### src/sv/y420m_pkg.sv
`timescale 1ns / 1ps

package y420m_pkg;

    // request kinds
    localparam logic REQ_PIXEL = 1'b0;
    localparam logic REQ_DRAIN = 1'b1;

    // plane codes
    localparam logic [1:0] PLANE_Y = 2'd0;
    localparam logic [1:0] PLANE_U = 2'd1;
    localparam logic [1:0] PLANE_V = 2'd2;

    // configuration register indexes
    localparam int CFG_IDX_W  = 1;
    localparam int CFG_DATA_W = 13;
    localparam logic [CFG_IDX_W-1:0] CFG_WIDTH  = 1'b0;
    localparam logic [CFG_IDX_W-1:0] CFG_HEIGHT = 1'b1;

    // row counter and row limit widths
    localparam int ROW_W  = 12;
    localparam int ROWS_W = 13;
    localparam logic [ROWS_W-1:0] MAX_ROWS   = 13'd4096;
    localparam logic [ROWS_W-1:0] RST_ROWS   = 13'd480;
    localparam int               RST_WIDTH  = 640;

    // what one accepted item emits: up to two bytes of the pending line
    typedef struct packed {
        logic [1:0] count;
        logic [1:0] plane;
        logic       line_end0;
        logic       line_end1;
        logic       frame_last;
    } t_emit;

endpackage

### src/sv/y420m_out.sv
`timescale 1ns / 1ps

module y420m_out
    import y420m_pkg::*;
(
    input  logic       i_clk,
    input  logic       i_rst_n,
    input  logic       i_accept,
    input  t_emit      i_emit,
    input  logic [7:0] i_pix0,
    input  logic [7:0] i_pix1,
    output logic       o_ready,
    output logic       o_valid,
    input  logic       i_stall,
    output logic [7:0] o_pixel_out,
    output logic [1:0] o_plane_id,
    output logic       o_line_end,
    output logic       o_frame_end,
    output logic       o_step_last
);

    logic       r_a_valid;
    t_emit      r_a_emit;
    logic       r_b_valid;
    logic       r_b_sel;
    t_emit      r_b_emit;
    logic [7:0] r_b_px0;
    logic [7:0] r_b_px1;

    logic       out_take;
    logic       b_last;
    logic       b_free;
    logic       a_move;

    // hand off between read stage and output stage
    assign b_last   = r_b_sel || (r_b_emit.count == 2'd1);
    assign out_take = r_b_valid && !i_stall;
    assign b_free   = !r_b_valid || (out_take && b_last);
    assign a_move   = r_a_valid && ((r_a_emit.count == 2'd0) || b_free);
    assign o_ready  = !r_a_valid || a_move;

    // hold the emit info while the store read completes
    always_ff @(posedge i_clk) begin
        if (!i_rst_n) begin
            r_a_valid <= 1'b0;
        end else if (i_accept) begin
            r_a_valid <= 1'b1;
        end else if (a_move) begin
            r_a_valid <= 1'b0;
        end
    end

    always_ff @(posedge i_clk) begin
        if (i_accept) begin
            r_a_emit <= i_emit;
        end
    end

    // step through the one or two bytes of an item
    always_ff @(posedge i_clk) begin
        if (!i_rst_n) begin
            r_b_valid <= 1'b0;
            r_b_sel   <= 1'b0;
        end else if (a_move && (r_a_emit.count != 2'd0)) begin
            r_b_valid <= 1'b1;
            r_b_sel   <= 1'b0;
        end else if (out_take) begin
            if (b_last) begin
                r_b_valid <= 1'b0;
            end else begin
                r_b_sel <= 1'b1;
            end
        end
    end

    always_ff @(posedge i_clk) begin
        if (a_move && (r_a_emit.count != 2'd0)) begin
            r_b_emit <= r_a_emit;
            r_b_px0  <= i_pix0;
            r_b_px1  <= i_pix1;
        end
    end

    assign o_valid     = r_b_valid;
    assign o_pixel_out = r_b_sel ? r_b_px1 : r_b_px0;
    assign o_plane_id  = r_b_emit.plane;
    assign o_line_end  = r_b_sel ? r_b_emit.line_end1 : r_b_emit.line_end0;
    assign o_frame_end = o_line_end && r_b_emit.frame_last;
    assign o_step_last = b_last;

endmodule

### config.mk
export PLATFORM = sky130hd
export DESIGN_NAME = y420m_out
export DESIGN_NICKNAME = d
export VERILOG_FILES = /design/src/sv/y420m_pkg.sv /design/src/sv/y420m_out.sv
export SDC_FILE = /design/constraint.sdc
export NUM_CORES = 1
export LEC_CHECK = 0
export BUFFER_PORTS_ARGS = -buffer_cell sky130_fd_sc_hd__buf_2
export CAP_MARGIN = 10
export CORE_ASPECT_RATIO = 0.9
export CORE_UTILIZATION = 49
export CTS_BUF_LIST = sky130_fd_sc_hd__clkbuf_4 sky130_fd_sc_hd__clkbuf_8
export DETAILED_ROUTE_END_ITERATION = 16
export GPL_TIMING_DRIVEN = 0
export PLACE_DENSITY = 0.75
export SKIP_CTS_REPAIR_TIMING = 1
export SLEW_MARGIN = 20
export SYNTH_ARGS = -nofsm -noshare
export SYNTH_HDL_FRONTEND = slang
export SYNTH_SLANG_ARGS = --single-unit
### constraint.sdc
create_clock -name i_clk -period 2.7 [get_ports i_clk]
set_input_delay 0 -clock i_clk [delete_from_list [all_inputs] [get_ports i_clk]]
set_output_delay 0 -clock i_clk [all_outputs]
set_load 0.005 [all_outputs]
# == Word level (Yosys, flattened, before mapping) ==
# Index checks and enable logic that the tools add are counted.
# totals
elab_cells,45
reg_bits,33
input_bits,27
output_inout_bits,15
# classes
eq_ne,1
muxes,7
bitwise_logic,2
reduce_logical,20
# op_table
operator,n
2-to-1 mux 8 bit,1
nonzero test 2 bit,4
2-to-1 mux 1 bit,6
logical AND 1 bit,5
logical OR 1 bit,4
AND reduction 2 bit,2
logical NOT 1 bit,3
"== test 2 x 1 -> 1 bit, second input constant",1
logical NOT 2 bit,1
NOT 1 bit,2
OR reduction 2 bit,1

# == Logic depth before layout (Yosys ltp) ==
# logic_depth
word_depth,9
depth_mapped,3

# == Least setup slack after synthesis ==
# No wires, ideal clock.
# synth_timing
path_kind,register to register
start,register r_b_emit[6] (netlist bit)
end,"register r_b_emit, in the netlist o_plane_id[0], enable pin"
setup_ns,0.403
n_path_buf,0
stages_incl_launch_ff,4
slack_ns,0.594
arrival_time_ns,1.704
path_cell_list,edfxtp_1 nand2b_2 a21o_1 nor2_1
# synth_via
elab_chain_len,7
# synth_lines
element,line_no,rtl
"start, declared",y420m_out.sv:26,t_emit r_b_emit;
"start signal, assigned",y420m_out.sv:78,r_b_emit <= r_a_emit;
== test 2 x 1 -> 1 bit,y420m_out.sv:36,assign b_last = r_b_sel || (r_b_emit.count == 2'd1);
logical OR 1 bit,y420m_out.sv:36,
logical AND 1 bit,y420m_out.sv:38,assign b_free = !r_b_valid || (out_take && b_last);
logical OR 1 bit,y420m_out.sv:38,
logical OR 1 bit,y420m_out.sv:39,assign a_move = r_a_valid && ((r_a_emit.count == 2'd0) || b_free);
logical AND 1 bit,y420m_out.sv:39,
logical AND 1 bit,y420m_out.sv:77,if (a_move && (r_a_emit.count != 2'd0)) begin
# No other way between the ends.
# A chain may end at the register's enable or synchronous reset.

# == Worst setup path in the final report ==
# layout_timing
start,register r_b_emit[6] (netlist bit)
end,"register r_b_px0[4], enable pin"
# layout_via
elab_chain_len,7
# layout_lines
element,line_no,rtl
== test 2 x 1 -> 1 bit,y420m_out.sv:36,
logical OR 1 bit,y420m_out.sv:36,
logical AND 1 bit,y420m_out.sv:38,
logical OR 1 bit,y420m_out.sv:38,
logical OR 1 bit,y420m_out.sv:39,
logical AND 1 bit,y420m_out.sv:39,
logical AND 1 bit,y420m_out.sv:77,
"end signal, assigned",y420m_out.sv:79,r_b_px0 <= i_pix0;
"end, declared",y420m_out.sv:27,logic [7:0] r_b_px0;
# No other way between the ends.

==> results.yml <==
sta:
  finalHoldViolations: 0
  fin_ws_ps: 1072
  tightest_slew_ps: 447.0
  setup_viol: 0
  rsz0062_at_grt: "false"
  fin_tns_setup_ps: 0
  relSlewSlack_pct: 69.88
  maxSlewViolCount: 0
  period_needed_ps: 1628
  finClkSkew_ps: 8.621
  max_freq_mhz: 614.2
  period_share_pct: 60.30
layout:
  fillCellCount: 146
  syn_to_final_growth_pct: 48.52
  antenna_cells: 0
  multi_input_area_um2: 235.2
  fin_area_mm2: 0.001823
  final_cells: 165
  ff_latch_area_um2: 960.9
  drive_gt1_share_pct: 49.28
  fin_nets: 164
run_status:
  outcome: "completed"
logic_synthesis:
  synth_seq_cells: 33
  synth_common_cells: "edfxtp_1, mux2_4, mux2_2"
  synth_edf_count: 30
  yosysMostFrequentCell: "edfxtp_1"
  ys_seq_area_share_pct: 78.29
  synth.avg_cell_area_um2: 19.48
  syn_nets: 90
  ys.flop_type: "edfxtp_1"
  synth.area.top_cells: "edfxtp_1, mux2_4, dfxtp_1"
  synth_top_area_share_pct: 73.39
  ys_warn_count: 0
  ys_async_sr_fraction_pct: 0
  ys_types: 21
  synth_area_mm2: 0.001227
  synth_largest_area_cell: "edfxtp_1"
  synth_cells: 63
floorplan:
  die_w_um: 54.76
  io_pins: 42
  die_area_mm2: 0.002709
  core_mm2: 0.002262
  rows: 16
  dieHeight_um: 49.48
  start_util_pct: 54.26
power:
  swShare_pct: 19.77
  comb_power_share_pct: 11.1
  ir_worst_vdd_v: 0.0004757
  pwr-share-clk_pct: 34.3
  intPower_mw: 0.8895
  power_frac_seq_pct: 54.5
  p_sw_mw: 0.2191
  power.total_mw: 1.109
  p_leak_nw: 0.7422
  power_per_cell_area_mw_per_mm2: 608.1
worst_setup_path:
  crit_chain: "nand2b_2, a21o_1, nor2_2, buf_8"
  cp_max_fo: 16
  crit_required_ps: 2730
  cp_slowest_cell: "edfxtp_1"
  path_class: "reg2reg"
  end_kind: "flip-flop"
  critPathLaunchType: "flip-flop"
  slowest_delay_ps: 360
  worst_ep_arrival_time_ps: 1660
clocking:
  clkSinkCount: 33
  clkLatencyLatePin_ps: 320
  cts_buffer_depth: 2
  cts_tree: "built"
  cts.htree.levels: 2
  clkTransAtPathRegs_ps: 100
  root_buffer: "clkbuf_4"
  numCtsBuffers: 5
placed_design:
  port_buffers: 41
  placed_cells: 132
  gp_congestion: 0.6329
  pre_cts_slack_ps: 1078
  hpwl_um: 1224
  placed_area_mm2: 0.001484
route:
  first_iter_violations: 19
  wire_per_inst_um: 13.12
  routed_via_density: 4.636
  wl_um: 2164
  firstDrtPassIters: 4
  dr_total_vias: 765
  route.detailed.drc: 0
  antenna_left: 0
grt:
  antenna_found_initial: 0
  grt_pass1_wl_um: 2490
  grt_pass1_vias: 629
  grt_use_total_pct: 14.14
  overflow: 0
  grt_start_max_net_pins: 17
hold_path:
  hold_class: "in2reg"
run:
  drv_cap: 0
## per-stage QoR
stage | util, % | hold slack, ps
after CTS | 69.52 | -171.7
final | 80.59 | 115.5
after global routing | 80.59 | 104.7
after global placement | 64.82 | 176.7
after floorplan | - | 98.87
after detailed placement | 65.60 | 178.1
## cell families after synthesis
family / synth area share [%]
flops: 78.29
buf+inv: 2.752
mux: 9.786
simple gates: 3.874
compound gates: 5.301
## path summary, 6_finish.rpt
path                     from  slack, ps  depth (start not counted)       endpoint
hold reg to reg   r_a_emit[4]        430                          0  o_plane_id[1]
hold / removal        i_stall        120                          4        r_b_sel
setup reg to reg  r_b_emit[6]       1070                          4     r_b_px0[4]
setup / recovery  r_b_emit[6]       1070                          4     r_b_px0[4]
## placed cells by master (no fill, tap or decap), types with 2 or more instances in the layout
master and n:
dfxtp_1 3, buf_2 41, edfxtp_1 30, buf_4 2
mux2_4 5, nand2_1 2, dlygate4sd3_1 25, inv_1 2
mux2_2 4, clkbuf_4 5, and2_1 2
## worst max-delay path: cells and delay by family (launching register included)
family	cells	cell delay [ps]
AND/OR/NAND/NOR	2	570
buffers and inverters	1	230
flip-flops	1	360
AO/OA/AOI/OAI	1	190
## final cells by class
| type | count | area share (%) |
|---|---|---|
| clock buffer | 6 | 2.814 |
| clock inverter | 2 | 2.059 |
| tap | 27 | 1.853 |
| timing repair buffer | 67 | 25.81 |
| inverter | 2 | 0.4118 |
| buffer | 3 | 1.441 |
| sequential | 33 | 52.71 |
| multi-input combinational | 25 | 12.90 |
## power groups by stage
stage	combinational, mW	sequential [mW]	clock, mW
floorplan	0.0486	0.614	0
global placement	0.0876	0.615	0
detailed placement	0.0940	0.616	0
global route	0.135	0.608	0.409
finish	0.124	0.605	0.381
CTS	0.0943	0.604	0.389
## metal layers
metal / track usage (%) / share of wire (%) / vias to the layer above
met4: 5.128 / 0.37 / 0
met3: 8.333 / 7.4 / 2
met5: 0 / 0 / -
met1: 14.83 / 37 / 345
met2: 22.69 / 55 / 33
li1: - / - / 385
## sequential cells by signal, indices dropped and copies added, names as in the netlist
register and count:
r_b_px1 8, r_a_emit 7, r_b_emit 5, r_b_sel 1
r_a_valid 1, o_valid 1, r_b_px0 8, o_plane_id 2
Power figures use the tool's default switching activity.
