--- src/sv/y420m_pkg.sv ---
`timescale 1ns / 1ps

package y420m_pkg;

    // request kinds
    localparam logic REQ_PIXEL = 1'b0;
    localparam logic REQ_DRAIN = 1'b1;

    // plane codes
    localparam logic [1:0] PLANE_Y = 2'd0;
    localparam logic [1:0] PLANE_U = 2'd1;
    localparam logic [1:0] PLANE_V = 2'd2;

    // configuration register indexes
    localparam int CFG_IDX_W  = 1;
    localparam int CFG_DATA_W = 13;
    localparam logic [CFG_IDX_W-1:0] CFG_WIDTH  = 1'b0;
    localparam logic [CFG_IDX_W-1:0] CFG_HEIGHT = 1'b1;

    // row counter and row limit widths
    localparam int ROW_W  = 12;
    localparam int ROWS_W = 13;
    localparam logic [ROWS_W-1:0] MAX_ROWS   = 13'd4096;
    localparam logic [ROWS_W-1:0] RST_ROWS   = 13'd480;
    localparam int               RST_WIDTH  = 640;

    // what one accepted item emits: up to two bytes of the pending line
    typedef struct packed {
        logic [1:0] count;
        logic [1:0] plane;
        logic       line_end0;
        logic       line_end1;
        logic       frame_last;
    } t_emit;

endpackage

--- src/sv/y420m_ctrl.sv ---
`timescale 1ns / 1ps

module y420m_ctrl
    import y420m_pkg::*;
#(
    parameter int MAX_LINE = 2048,
    parameter int CW       = 11,
    parameter int AW       = 12
) (
    input  logic                  i_clk,
    input  logic                  i_rst_n,
    input  logic                  i_accept,
    input  logic                  i_req_type,
    input  logic [7:0]            i_pixel_in,
    input  logic                  i_cfg_we,
    input  logic [CFG_IDX_W-1:0]  i_cfg_index,
    input  logic [CFG_DATA_W-1:0] i_cfg_data,
    output logic                  o_wr_en,
    output logic [AW-1:0]         o_wr_addr,
    output logic [7:0]            o_wr_data,
    output logic [AW-1:0]         o_rd_addr0,
    output logic [AW-1:0]         o_rd_addr1,
    output t_emit                 o_emit
);

    localparam int LEN_W   = CW + 1;
    localparam int LIM     = MAX_LINE & ~1;
    localparam int RST_LEN = (LIM < RST_WIDTH) ? LIM : RST_WIDTH;

    function automatic logic [AW-1:0] bank_addr(input logic bank, input logic [CW-1:0] idx);
        logic [AW-1:0] base;
        base = bank ? AW'(MAX_LINE) : '0;
        return base + AW'(idx);
    endfunction

    logic [LEN_W-1:0]  r_len_y;
    logic [ROWS_W-1:0] r_rows_y;
    logic [CW-1:0]     r_col;
    logic [ROW_W-1:0]  r_row;
    logic [1:0]        r_plane;
    logic              r_bank;
    logic [LEN_W-1:0]  r_pend;
    logic [1:0]        r_pend_plane;
    logic              r_pend_last;

    logic [LEN_W-1:0]  n_len_y;
    logic [ROWS_W-1:0] n_rows_y;
    logic [CW-1:0]     n_col;
    logic [ROW_W-1:0]  n_row;
    logic [1:0]        n_plane;
    logic              n_bank;
    logic [LEN_W-1:0]  n_pend;
    logic [1:0]        n_pend_plane;
    logic              n_pend_last;

    logic [11:0]       cfg_w;
    logic [ROWS_W-1:0] cfg_h;
    logic [LEN_W-1:0]  line_len;
    logic [ROWS_W-1:0] plane_rows;
    logic [LEN_W-1:0]  col_inc;
    logic [ROWS_W-1:0] row_inc;
    logic              last_row;
    logic              complete;
    logic              frame_last;
    logic [LEN_W-1:0]  pend_now;
    logic [1:0]        count;
    logic              rd_bank;

    // clamp configuration to even, legal sizes
    always_comb begin
        cfg_w    = {i_cfg_data[11:1], 1'b0};
        cfg_h    = {i_cfg_data[12:1], 1'b0};
        n_len_y  = r_len_y;
        n_rows_y = r_rows_y;
        if (i_cfg_we && (i_cfg_index == CFG_WIDTH)) begin
            if (cfg_w < 12'd2) begin
                n_len_y = LEN_W'(2);
            end else if (int'(cfg_w) > LIM) begin
                n_len_y = LEN_W'(LIM);
            end else begin
                n_len_y = LEN_W'(cfg_w);
            end
        end
        if (i_cfg_we && (i_cfg_index == CFG_HEIGHT)) begin
            if (cfg_h < ROWS_W'(2)) begin
                n_rows_y = ROWS_W'(2);
            end else if (cfg_h > MAX_ROWS) begin
                n_rows_y = MAX_ROWS;
            end else begin
                n_rows_y = cfg_h;
            end
        end
    end

    // line geometry of the plane being written
    assign line_len   = (r_plane == PLANE_Y) ? r_len_y : (r_len_y >> 1);
    assign plane_rows = (r_plane == PLANE_Y) ? r_rows_y : (r_rows_y >> 1);
    assign col_inc    = {1'b0, r_col} + LEN_W'(1);
    assign row_inc    = {1'b0, r_row} + ROWS_W'(1);
    assign last_row   = row_inc >= plane_rows;
    assign complete   = (i_req_type == REQ_PIXEL) && (col_inc >= line_len);
    assign frame_last = (r_plane == PLANE_V) && last_row;

    // pending line as seen after this item's write
    assign pend_now = complete ? col_inc : r_pend;
    assign count    = (pend_now >= LEN_W'(2)) ? 2'd2 : pend_now[1:0];
    assign rd_bank  = complete ? r_bank : ~r_bank;

    // advance write position and pending line
    always_comb begin
        n_col        = r_col;
        n_row        = r_row;
        n_plane      = r_plane;
        n_bank       = r_bank;
        n_pend       = r_pend;
        n_pend_plane = r_pend_plane;
        n_pend_last  = r_pend_last;
        if (i_accept) begin
            if (complete) begin
                n_pend_plane = r_plane;
                n_pend_last  = frame_last;
                n_bank       = ~r_bank;
                n_col        = '0;
                if (last_row) begin
                    n_row = '0;
                    case (r_plane)
                        PLANE_Y: n_plane = PLANE_U;
                        PLANE_U: n_plane = PLANE_V;
                        default: n_plane = PLANE_Y;
                    endcase
                end else begin
                    n_row = row_inc[ROW_W-1:0];
                end
            end else if (i_req_type == REQ_PIXEL) begin
                n_col = col_inc[CW-1:0];
            end
            n_pend = pend_now - LEN_W'(count);
        end
    end

    always_ff @(posedge i_clk) begin
        if (!i_rst_n) begin
            r_len_y      <= LEN_W'(RST_LEN);
            r_rows_y     <= RST_ROWS;
            r_col        <= '0;
            r_row        <= '0;
            r_plane      <= PLANE_Y;
            r_bank       <= 1'b0;
            r_pend       <= '0;
            r_pend_plane <= PLANE_Y;
            r_pend_last  <= 1'b0;
        end else begin
            r_len_y      <= n_len_y;
            r_rows_y     <= n_rows_y;
            r_col        <= n_col;
            r_row        <= n_row;
            r_plane      <= n_plane;
            r_bank       <= n_bank;
            r_pend       <= n_pend;
            r_pend_plane <= n_pend_plane;
            r_pend_last  <= n_pend_last;
        end
    end

    // store accesses and what this item emits
    assign o_wr_en    = i_accept && (i_req_type == REQ_PIXEL);
    assign o_wr_addr  = bank_addr(r_bank, r_col);
    assign o_wr_data  = i_pixel_in;
    assign o_rd_addr0 = bank_addr(rd_bank, CW'(pend_now - LEN_W'(1)));
    assign o_rd_addr1 = bank_addr(rd_bank, CW'(pend_now - LEN_W'(2)));

    assign o_emit.count      = count;
    assign o_emit.plane      = complete ? r_plane : r_pend_plane;
    assign o_emit.line_end0  = pend_now == LEN_W'(1);
    assign o_emit.line_end1  = pend_now == LEN_W'(2);
    assign o_emit.frame_last = complete ? frame_last : r_pend_last;

endmodule

--- config.mk ---
export PLATFORM = sky130hd
export DESIGN_NAME = y420m_ctrl
export DESIGN_NICKNAME = d
export VERILOG_FILES = /design/src/sv/y420m_pkg.sv /design/src/sv/y420m_ctrl.sv
export SDC_FILE = /design/constraint.sdc
export NUM_CORES = 1
export LEC_CHECK = 0
export BUFFER_PORTS_ARGS = -buffer_cell sky130_fd_sc_hd__buf_2
export CAP_MARGIN = 40
export CORE_MARGIN = 2
export CORE_UTILIZATION = 45
export CTS_BUF_LIST = sky130_fd_sc_hd__clkbuf_8
export CTS_CLUSTER_DIAMETER = 40
export DETAILED_ROUTE_END_ITERATION = 10
export PLACE_DENSITY = 0.63
export SLEW_MARGIN = 15
export SYNTH_ARGS = -nofsm -noshare
export SYNTH_HDL_FRONTEND = slang
export SYNTH_SLANG_ARGS = --single-unit
--- constraint.sdc ---
create_clock -name i_clk -period 12.18 [get_ports i_clk]
set_clock_uncertainty 0.1 [all_clocks]
set_input_delay 2.436 -clock i_clk [delete_from_list [all_inputs] [get_ports i_clk]]
set_output_delay 2.436 -clock i_clk [all_outputs]
set_load 0.05 [all_outputs]
; ---- Yosys cells after proc, flatten, opt, wreduce, memory -nomap -nowiden
; Cells that the tools add are included.
; W data, S select, Z words.
[word_totals]
regBits = 66
in_bits = 27
wordCells = 58
[op_classes]
add_sub_neg = 8
magnitude_cmp = 7
n_eq_ne = 5
muxes = 17
bitwise_logic = 3
reduce_logical = 9
[ops]
columns = op, count
row1 = $mux W12, 7
row2 = $mux W13, 3
row3 = $add A12 B11 Y12, 3
row4 = $mux W11, 2
row5 = $add A12 B1 Y13 const B, 1
row6 = $ge A13 B13 Y1, 1
row7 = $gt A13 B13 Y1 const B, 1
row8 = $lt A13 B2 Y1 const B, 1
row9 = $add A11 B1 Y12 const B, 1
row10 = $eq A12 B1 Y1 const B, 1
row11 = $eq A12 B2 Y1 const B, 1
row12 = $ge A12 B12 Y1, 1
row13 = $ge A12 B2 Y1 const B, 1
row14 = $gt A12 B12 Y1 const B, 1
row15 = $lt A12 B2 Y1 const B, 1
row16 = $sub A12 B2 Y12, 1
row17 = $sub A11 B1 Y11 const B, 1
row18 = $sub A11 B2 Y11 const B, 1
row19 = $logic_and A1 B1 Y1, 5
row20 = $mux W2, 2
row21 = $pmux W2 S2, 1
row22 = $reduce_and A2 Y1, 2
row23 = $not A1 Y1, 3
row24 = $reduce_and A3 Y1, 1
row25 = 5 further kinds, 6

; ---- Logic depth before layout (Yosys ltp)
; Gate-level depths: netlist (run 1).
[logic_depth]
ltp_word = 8
ltp_mapped = 21
mapped_depth_nobuf = 18

; ---- Worst setup path before layout (run 1)
; Ideal clock, no wire load.
[synth_path]
path_kind = input to output
from = input port i_req_type
to = output port o_emit[5] (netlist name)
arrival_time_ps = 6002
required_time_ps = 9644
path_slack_ps = 3642
stages = 9
path_buffers = 2
path_cell_list = nor3_1 -> a21o_1 -> buf_6 -> buf_2 -> mux2i_1 -> inv_1 -> ha_1 -> o21bai_1 -> nor2_1
[synth_rtl]
columns = item, line
row1 = start: declaration, y420m_ctrl.sv:13  ; input logic i_req_type,
row2 = end: declaration, y420m_ctrl.sv:23  ; output t_emit o_emit

; ---- Worst setup path after layout (run 1)
[layout_path]
from = input port i_req_type
to = output port o_rd_addr0[9]
[layout_between]
elab_chain_len = 5
[layout_rtl]
columns = item, line
row1 = $not A1 Y1, y420m_ctrl.sv:101  ; assign complete = (i_req_type == REQ_PIXEL) && (col_inc >= line_len);
row2 = $logic_and A1 B1 Y1, y420m_ctrl.sv:101
row3 = $mux W12, y420m_ctrl.sv:105  ; assign pend_now = complete ? col_inc : r_pend;
row4 = $sub A11 B1 Y11, y420m_ctrl.sv:169  ; assign o_rd_addr0 = bank_addr(rd_bank, CW'(pend_now - LEN_W'(1)));
row5 = $add A12 B11 Y12, y420m_ctrl.sv:33  ; return base + AW'(idx);
row6 = end: declaration, y420m_ctrl.sv:21  ; output logic [AW-1:0] o_rd_addr0,
; Every way passes these cells.

==> results of run 1 <==
[power breakdown]
part	total, mW	internal, mW	switching [mW]
Combinational	0.231	0.0700	0.161
Sequential	0.228	0.218	0.0102
Clock	0.161	0.0765	0.0843
[layout make-up]
cell class | instances | area (sq um)
tap | 136 | 170
multi-input combinational | 443 | 3160
sequential | 64 | 1280
inverter | 15 | 56.3
fill | 1014 | 5060
clock buffer | 10 | 138
clock inverter | 6 | 27.5
timing repair buffer | 65 | 335
[routing by layer]
layer | vias to the layer above | GRT usage (%)
met3 | 13 | 3.56
met2 | 96 | 33.2
met1 | 1977 | 26.7
met4 | 0 | 7.71
li1 | 2055 | -
met5 | - | 0
[logic make-up (layout without fill, tap and decap cells)]
logic type	after synthesis	count (layout)	synth area share, %
AND/OR/NAND/NOR	198	198	21.0
AO/OA/AOI/OAI	106	106	15.9
flip-flops	64	64	27.3
XOR/XNOR	55	55	10.3
buffers and inverters	52	96	5.41
multiplexers	49	49	11.1
adder cells (fa/ha/maj)	34	34	9.00
other	1	1	0.0798
[worst min path at each step]
stage	start	endpoint	slack, ns	cells past startpoint
after CTS	r_rows_y[12]	r_rows_y[12]	0.38	2
after global routing	r_rows_y[12]	r_rows_y[12]	0.40	2
after floorplan	r_row[1]	r_row[1]	0.35	2
after global placement	r_row[1]	r_row[1]	0.36	2
final	r_pend[0]	r_pend[0]	0.38	2
after detailed placement	r_rows_y[12]	r_rows_y[12]	0.37	2
[worst max-delay path, stage by stage]
cell	delay, ns
buf_2	0.12
nor3_1	0.30
a21o_1	0.17
buf_4	0.31
mux2i_1	0.60
ha_1	0.32
nand2b_1	0.15
a311oi_2	0.23
xnor2_1	0.14
buf_2	0.28
[layout by cell type, fill, tap and decap left out, types with 8 or more instances in the layout]
cell      count
a21o_1        8
a21oi_1      24
a22oi_1      15
buf_2        61
clkbuf_8     10
dfxtp_1      64
ha_1         33
inv_1        15
mux2i_1      42
nand2_1      42
nand3_1      11
nor2_1       71
nor2b_1       8
nor3_1       10
o21ai_0      14
xnor2_1      30
xor2_1       25
[state kept, by name (all words and copies together) (netlist names)]
| signal | count |
|---|---|
| r_pend | 12 |
| r_bank | 1 |
| r_pend_plane | 2 |
| r_plane | 2 |
| r_pend_last | 1 |
| r_rows_y | 12 |
| r_col | 11 |
| r_len_y | 11 |
| r_row | 12 |
[metrics by stage]
step	utilization [%]	std cells
finish	50.6	739
floorplan	-	559
global route	50.6	739
detailed placement	48.9	723
global placement	48.9	722
CTS	50.6	739
==> results.yml, run 1 <==
status:
  status: "completed"
global_route:
  grt_pass1_wl_microns: 18500
  antenna_found_initial: 0
  grt_overflow: 0
  groute.usage.overall_pct: 20.3
  grt_pass1_vias: 3768
  grt_max_degree: 46
detailed_routing:
  viasPerCell: 5.60
  top_layer_used: "met4"
  wl_met3_microns: 456
  ant_nets: 0
  met1Wirelength_microns: 5430
  drt_drc_violations_left: 0
  drt-total-wl_microns: 11400
  vias: 4141
  wl_met2_microns: 5310
  drt_iter0_drc: 202
  wl_per_cell_microns: 15.4
  firstDrtPassIters: 5
setup_path:
  r2r_start: "r_col[0]"
  reg2reg_depth: 19
  regToRegSetupSlack_ns: 6.98
  crit_arrival_ns: 5.07
  timing.rr.end: "r_pend[8]"
  endpoint: "o_rd_addr0[9]"
  worstSetupStartpoint: "i_req_type"
  critPathMaxFanout: 17
  cp-end-kind: "output port"
  cp-start-kind: "primary input"
  crit_type: "in -> out"
  cp.required_ns: 9.64
sta:
  hold_violations: 0
  period_needed_ns: 7.61
  setup_slack_ns: 4.57
  slew_violations: 0
  relSlewSlack_pct: 42.7
  hold_ws_ns: 0.382
  grt_setup_unrepaired: "no"
  setup-tns-final_ns: 0
  max_freq_mhz: 131
  period_share_pct: 62.5
  finalSetupViolCount: 0
  tightestPinTransition_ns: 0.853
synth:
  syn_nets: 619
  synth_area_leaders: "dfxtp_1, mux2i_1, ha_1"
  synth_area_sq_um: 4700
  async_flop_share_pct: 0
  yosysWarnings: 0
  synth-main-ff-cell: "dfxtp_1"
  seq_area_frac_synth_pct: 27.3
  synth_cell_types: 68
  yosys.area.top_type: "dfxtp_1"
  synth_most_common_cell: "nor2_1"
  avgSynthCellArea_sq_um: 8.40
  ys_top_cells_by_count: "nor2_1, dfxtp_1, mux2i_1, nand2_1, ha_1"
  syn_inst: 559
  synth_edf_count: 0
  synth_top_area_share_pct: 27.3
  postSynthRegisterBits: 64
finish:
  design_area_sq_um: 5170
  nets: 658
  layout-drive-gt1-share_pct: 16.7
  antenna_cells: 0
  area_delta_synth_final_pct: 10.1
power:
  power_mw: 0.620
  p_leak_nw: 2.36
  max-vdd-ir-drop_mv: 0.0811
  power.density_nw_per_um2: 120
place:
  gp_congestion: 0.883
  place_area_sq_um: 5010
  place_ws_ns: 4.59
  hpwl_microns: 8510
  numPortBuffers: 61
die:
  die-area_sq_um: 11300
  row_count: 37
  start_util_pct: 45.9
  core_sq_um: 10200
  die_y_microns: 106
  die_x_microns: 106
  ios: 79
clock_tree:
  worstSkewPairLatency_ns: 0.35
  cts.htree.levels: 3
  cts.repair.resized: 0
  cts.sink_count: 64
  cts_buffer_depth: 2
  numCtsBuffers: 9
  cts_hold_buffers: 0
  post_cts_buffers: 0
  clk_pin_slew_worst_paths_ns: 0.07
  root_buffer: "clkbuf_8"
  cts_tree: "built"
run:
  cap_violations: 0
hold_path:
  hold_class: "reg -> reg"
(Power assumes the default switching activity.)
==> run 2, diff against run 1 <==
--- a/config.mk
+++ b/config.mk
@@ -12,7 +12,7 @@
 export CTS_BUF_LIST = sky130_fd_sc_hd__clkbuf_8
 export CTS_CLUSTER_DIAMETER = 40
 export DETAILED_ROUTE_END_ITERATION = 10
-export PLACE_DENSITY = 0.63
+export PLACE_DENSITY = 0.66
 export SLEW_MARGIN = 15
 export SYNTH_ARGS = -nofsm -noshare
 export SYNTH_HDL_FRONTEND = slang
==> constraint.sdc (replaced) <==
create_clock -name i_clk -period 6.3 [get_ports i_clk]
set_clock_uncertainty 0.1 [all_clocks]
set_input_delay 1.26 -clock i_clk [delete_from_list [all_inputs] [get_ports i_clk]]
set_output_delay 1.26 -clock i_clk [all_outputs]
set_load 0.05 [all_outputs]
==> results.yml, run 2 (same netlist as run 1, synthesis figures left out) <==
place:
  dpl.cell_count: 729
  place_area_sq_um: 5120
  place_ws_ns: 0.543
  hpwl_microns: 8550
  numPortBuffers: 61
  gp_congestion: 0.892
power:
  p_int_mw: 0.755
  switching_share_pct: 39.6
  max-vdd-ir-drop_mv: 0.188
  power_mw: 1.25
  power_frac_seq_pct: 35.3
  pwr-share-comb_pct: 36.9
  p_leak_nw: 2.44
  power.density_nw_per_um2: 233
  p_clk_share_pct: 27.8
  switching_power_mw: 0.495
sta:
  hold_ws_ns: 0.386
  slew_violations: 0
  setup_slack_ns: 0.350
  hold_violations: 0
  grt_setup_unrepaired: "no"
  setup-tns-final_ns: 0
  relSlewSlack_pct: 49.3
  period_share_pct: 94.4
  finalSetupViolCount: 0
  period_needed_ns: 5.95
  tightestPinTransition_ns: 0.760
  max_freq_mhz: 168
global_route:
  grt_util_met2_pct: 34.7
  grt_pass1_vias: 3972
  grtUsageMet3_pct: 2.88
  met1_usage_pct: 27.2
  grt_pass1_wl_microns: 19000
  grt_max_degree: 46
  antenna_found_initial: 0
  grt_overflow: 0
  groute.usage.overall_pct: 20.9
  busiest_layer: "met2"
setup_path:
  endpoint: "o_rd_addr0[9]"
  critPathMaxFanout: 8
  timing.rr.end: "r_pend[8]"
  cp.required_ns: 4.94
  crit_type: "reg -> out"
  cp-end-kind: "output port"
  cp-start-kind: "flop"
  worstSetupStartpoint: "r_col[0]"
  crit_arrival_ns: 4.59
  regToRegSetupSlack_ns: 1.57
  reg2reg_depth: 18
  r2r_start: "r_col[0]"
finish:
  design_area_sq_um: 5360
  final_core_util_pct: 52.4
  final_cell_mix: "nor2_1, dfxtp_1, buf_2"
  top_regs: "r_pend (12), r_row (12), r_rows_y (12)"
  nFillCells: 1000
  antenna_cells: 0
  nets: 665
  instances_no_fill: 745
  layout_commonest_cell: "nor2_1"
  area_delta_synth_final_pct: 14.1
  layout-drive-gt1-share_pct: 19.9
die:
  core_sq_um: 10200
  die_x_microns: 106
  ios: 79
  die_y_microns: 106
  die-area_sq_um: 11300
  start_util_pct: 45.9
  row_count: 37
clock_tree:
  cts_buffer_depth: 2
  numCtsBuffers: 9
  cts.sink_count: 64
  worstSkewPairLatency_ns: 0.35
  cts.htree.levels: 3
  clk_pin_slew_worst_paths_ns: 0.07
  root_buffer: "clkbuf_8"
  cts_tree: "built"
  cts_hold_buffers: 0
run:
  cap_violations: 0
detailed_routing:
  viasPerCell: 5.61
  drt_iter0_drc: 199
  drt-total-wl_microns: 11300
  drt_drc_violations_left: 0
  firstDrtPassIters: 5
  wl_per_cell_microns: 15.2
  ant_nets: 0
  vias: 4177
status:
  status: "completed"
hold_path:
  hold_class: "reg -> reg"
run 2: how the worst min path moves through the flow:
| stage | depth (start not counted) | endpoint | slack, ns | startpoint |
|---|---|---|---|---|
| after floorplan | 2 | r_row[1] | 0.35 | r_row[1] |
| after global placement | 2 | r_row[1] | 0.36 | r_row[1] |
| after detailed placement | 2 | r_row[1] | 0.37 | r_row[1] |
| after CTS | 2 | r_row[1] | 0.38 | r_row[1] |
| after global routing | 2 | r_rows_y[12] | 0.40 | r_rows_y[12] |
| final | 2 | r_rows_y[12] | 0.39 | r_rows_y[12] |
run 2: what timing repair did:
action | CTS | global route
buffers inserted | 0 | 0
endpoints found under the hold margin | 0 | 0
gates resized for setup | 0 | 6
setup endpoints to repair | 0 | 2
run 2: layer usage:
metal / part of all wire (%) / wire length, microns
met5: 0 / 0
met4: 1.7 / 195
met3: 4.7 / 530
met2: 47 / 5330
met1: 46 / 5270
run 2: power by group through the flow:
stage	clock (mW)	combinational (mW)	sequential, mW
finish	0.347	0.462	0.441
global route	0.371	0.495	0.444
CTS	0.355	0.462	0.440
detailed placement	0	0.461	0.449
global placement	0	0.454	0.448
floorplan	0	0.386	0.445
run 2: worst max-delay path: stages (launching register included):
cell and delay [ns]:
dfxtp_2 0.43, ha_1 0.26, and3_1 0.33, and2_1 0.29, xor2_2 0.29, ha_1 0.29
nand4_1 0.16, nor2_1 0.08, o31a_1 0.26, a21o_1 0.26, mux2_4 0.34, inv_1 0.11
ha_1 0.23, nand2b_1 0.19, a311oi_2 0.30, xnor2_2 0.14, buf_2 0.27
run 2: area by class of cell:
cell class | instances | area [sq um] | share of cell area (%)
Clock buffer | 10 | 138 | 2.57
Sequential cell | 64 | 1280 | 23.9
Multi-Input combinational cell | 443 | 3260 | 60.8
Timing Repair Buffer | 72 | 404 | 7.54
Clock inverter | 5 | 50.0 | 0.934
Tap cell | 136 | 170 | 3.18
Inverter | 15 | 56.3 | 1.05
==> run 3, diff against run 2 <==
--- a/config.mk
+++ b/config.mk
@@ -5,14 +5,15 @@
 export SDC_FILE = /design/constraint.sdc
 export NUM_CORES = 1
 export LEC_CHECK = 0
+export ABC_CLOCK_PERIOD_IN_PS = 6300
 export BUFFER_PORTS_ARGS = -buffer_cell sky130_fd_sc_hd__buf_2
 export CAP_MARGIN = 40
 export CORE_MARGIN = 2
-export CORE_UTILIZATION = 45
+export CORE_UTILIZATION = 53
 export CTS_BUF_LIST = sky130_fd_sc_hd__clkbuf_8
 export CTS_CLUSTER_DIAMETER = 40
 export DETAILED_ROUTE_END_ITERATION = 10
-export PLACE_DENSITY = 0.66
+export PLACE_DENSITY = 0.76
 export SLEW_MARGIN = 15
 export SYNTH_ARGS = -nofsm -noshare
 export SYNTH_HDL_FRONTEND = slang
==> results.yml, run 3 (same netlist as run 1, synthesis figures left out) <==
status:
  status: "completed"
setup_path:
  crit_type: "reg -> out"
  cp-start-kind: "flop"
  cp.required_ns: 4.94
  critPathMaxFanout: 8
  cp-end-kind: "output port"
  crit_arrival_ns: 4.64
detailed_routing:
  ant_nets: 0
  drt-total-wl_microns: 11200
  firstDrtPassIters: 5
  viasPerCell: 5.87
  vias: 4193
  drt_iter0_drc: 243
  wl_per_cell_microns: 15.6
  drt_drc_violations_left: 0
die:
  start_util_pct: 54.1
  die-area_sq_um: 9630
  ios: 79
  die_y_microns: 98.1
  core_sq_um: 8680
  die_x_microns: 98.1
  row_count: 34
sta:
  tightestPinTransition_ns: 0.807
  finalSetupViolCount: 0
  relSlewSlack_pct: 46.1
  setup_slack_ns: 0.303
  hold_ws_ns: 0.380
  period_needed_ns: 6.00
  slew_violations: 0
  grt_setup_unrepaired: "no"
  max_freq_mhz: 167
  period_share_pct: 95.2
  setup-tns-final_ns: 0
  hold_violations: 0
clock_tree:
  cts_tree: "built"
  clk_pin_slew_worst_paths_ns: 0.07
  worstSkewPairLatency_ns: 0.35
  numCtsBuffers: 9
  post_cts_buffers: 0
  cts_buffer_depth: 2
  cts.sink_count: 64
  cts.htree.levels: 3
  root_buffer: "clkbuf_8"
power:
  p_clk_share_pct: 27.4
  switching_power_mw: 0.502
  power_frac_seq_pct: 35.4
  power.density_nw_per_um2: 235
  p_int_mw: 0.744
  max-vdd-ir-drop_mv: 0.119
  pwr-share-comb_pct: 37.2
  p_leak_nw: 2.42
  power_mw: 1.25
  switching_share_pct: 40.3
finish:
  area_delta_synth_final_pct: 12.7
  final_core_util_pct: 61.0
  instances_no_fill: 714
  top_regs: "r_pend (12), r_row (12), r_rows_y (12)"
  layout-drive-gt1-share_pct: 20.0
  nets: 661
  final_cell_mix: "nor2_1, dfxtp_1, buf_2"
  seq_area_sq_um: 1280
  layout_commonest_cell: "nor2_1"
  design_area_sq_um: 5300
  multiInputGateArea_sq_um: 3270
  antenna_cells: 0
  nFillCells: 801
global_route:
  groute.usage.overall_pct: 23.0
  antenna_found_initial: 0
  grt_pass1_wl_microns: 18300
  grt_max_degree: 46
  grt_overflow: 0
  grt_pass1_vias: 3866
place:
  place_area_sq_um: 5060
  dpl.cell_count: 698
  place_ws_ns: 0.513
  numPortBuffers: 61
  hpwl_microns: 8410
  gp_congestion: 0.906
run:
  cap_violations: 0
hold_path:
  hold_class: "reg -> reg"
run 3: changes by cell type in the layout (fill, tap and decap cells not counted), sizes merged:
cell and change:
clkbuf -1, clkinv +2, inv -1, buf -4, clkinvlp +1
run 3: power by group through the flow:
stage / Sequential [mW] / Combinational [mW] / Clock (mW)
detailed placement: 0.449 / 0.461 / 0
floorplan: 0.445 / 0.386 / 0
global placement: 0.448 / 0.453 / 0
finish: 0.441 / 0.464 / 0.341
CTS: 0.439 / 0.462 / 0.348
global route: 0.443 / 0.492 / 0.367
run 3: repair_timing:
action | in CTS | in global routing
hold buffers | 0 | 0
gates resized for setup | 0 | 9
setup endpoints to repair | 0 | 4
run 3: final timing paths:
path | start | endpoint | slack (ns) | depth (start not counted)
setup reg to reg | r_col[1] | r_pend[4] | 1.41 | 18
setup / recovery | r_col[1] | o_rd_addr0[9] | 0.30 | 16
hold / removal | r_pend[0] | r_pend[0] | 0.38 | 2
hold reg to reg | r_pend[0] | r_pend[0] | 0.38 | 2
run 3: layout make-up:
cell class                      count  share of cell area (%)
Multi-Input combinational cell    443                    61.8
Sequential cell                    64                    24.2
Timing Repair Buffer               68                    6.83
Tap cell                          108                    2.55
Clock buffer                        9                    2.34
Clock inverter                      7                    1.21
Inverter                           15                    1.06
run 3: per-layer routing:
metal	GRT usage (%)	part of all wire (%)
met1	29.2	44
met2	40.0	48
met3	3.22	5.7
met4	8.22	2.0
met5	0	0
run 3: worst max-delay path: stages, from the launching register on:
cell and delay [ns]:
dfxtp_1 0.41, ha_1 0.28, and3_1 0.32, and2_2 0.26, xor2_2 0.29, ha_1 0.28, nand4_1 0.19, nor2_1 0.09
o31a_1 0.27, a21o_1 0.26, mux2_4 0.36, inv_1 0.12, ha_1 0.24, nand2b_1 0.20, a311oi_2 0.30, xnor2_2 0.13
buf_2 0.27
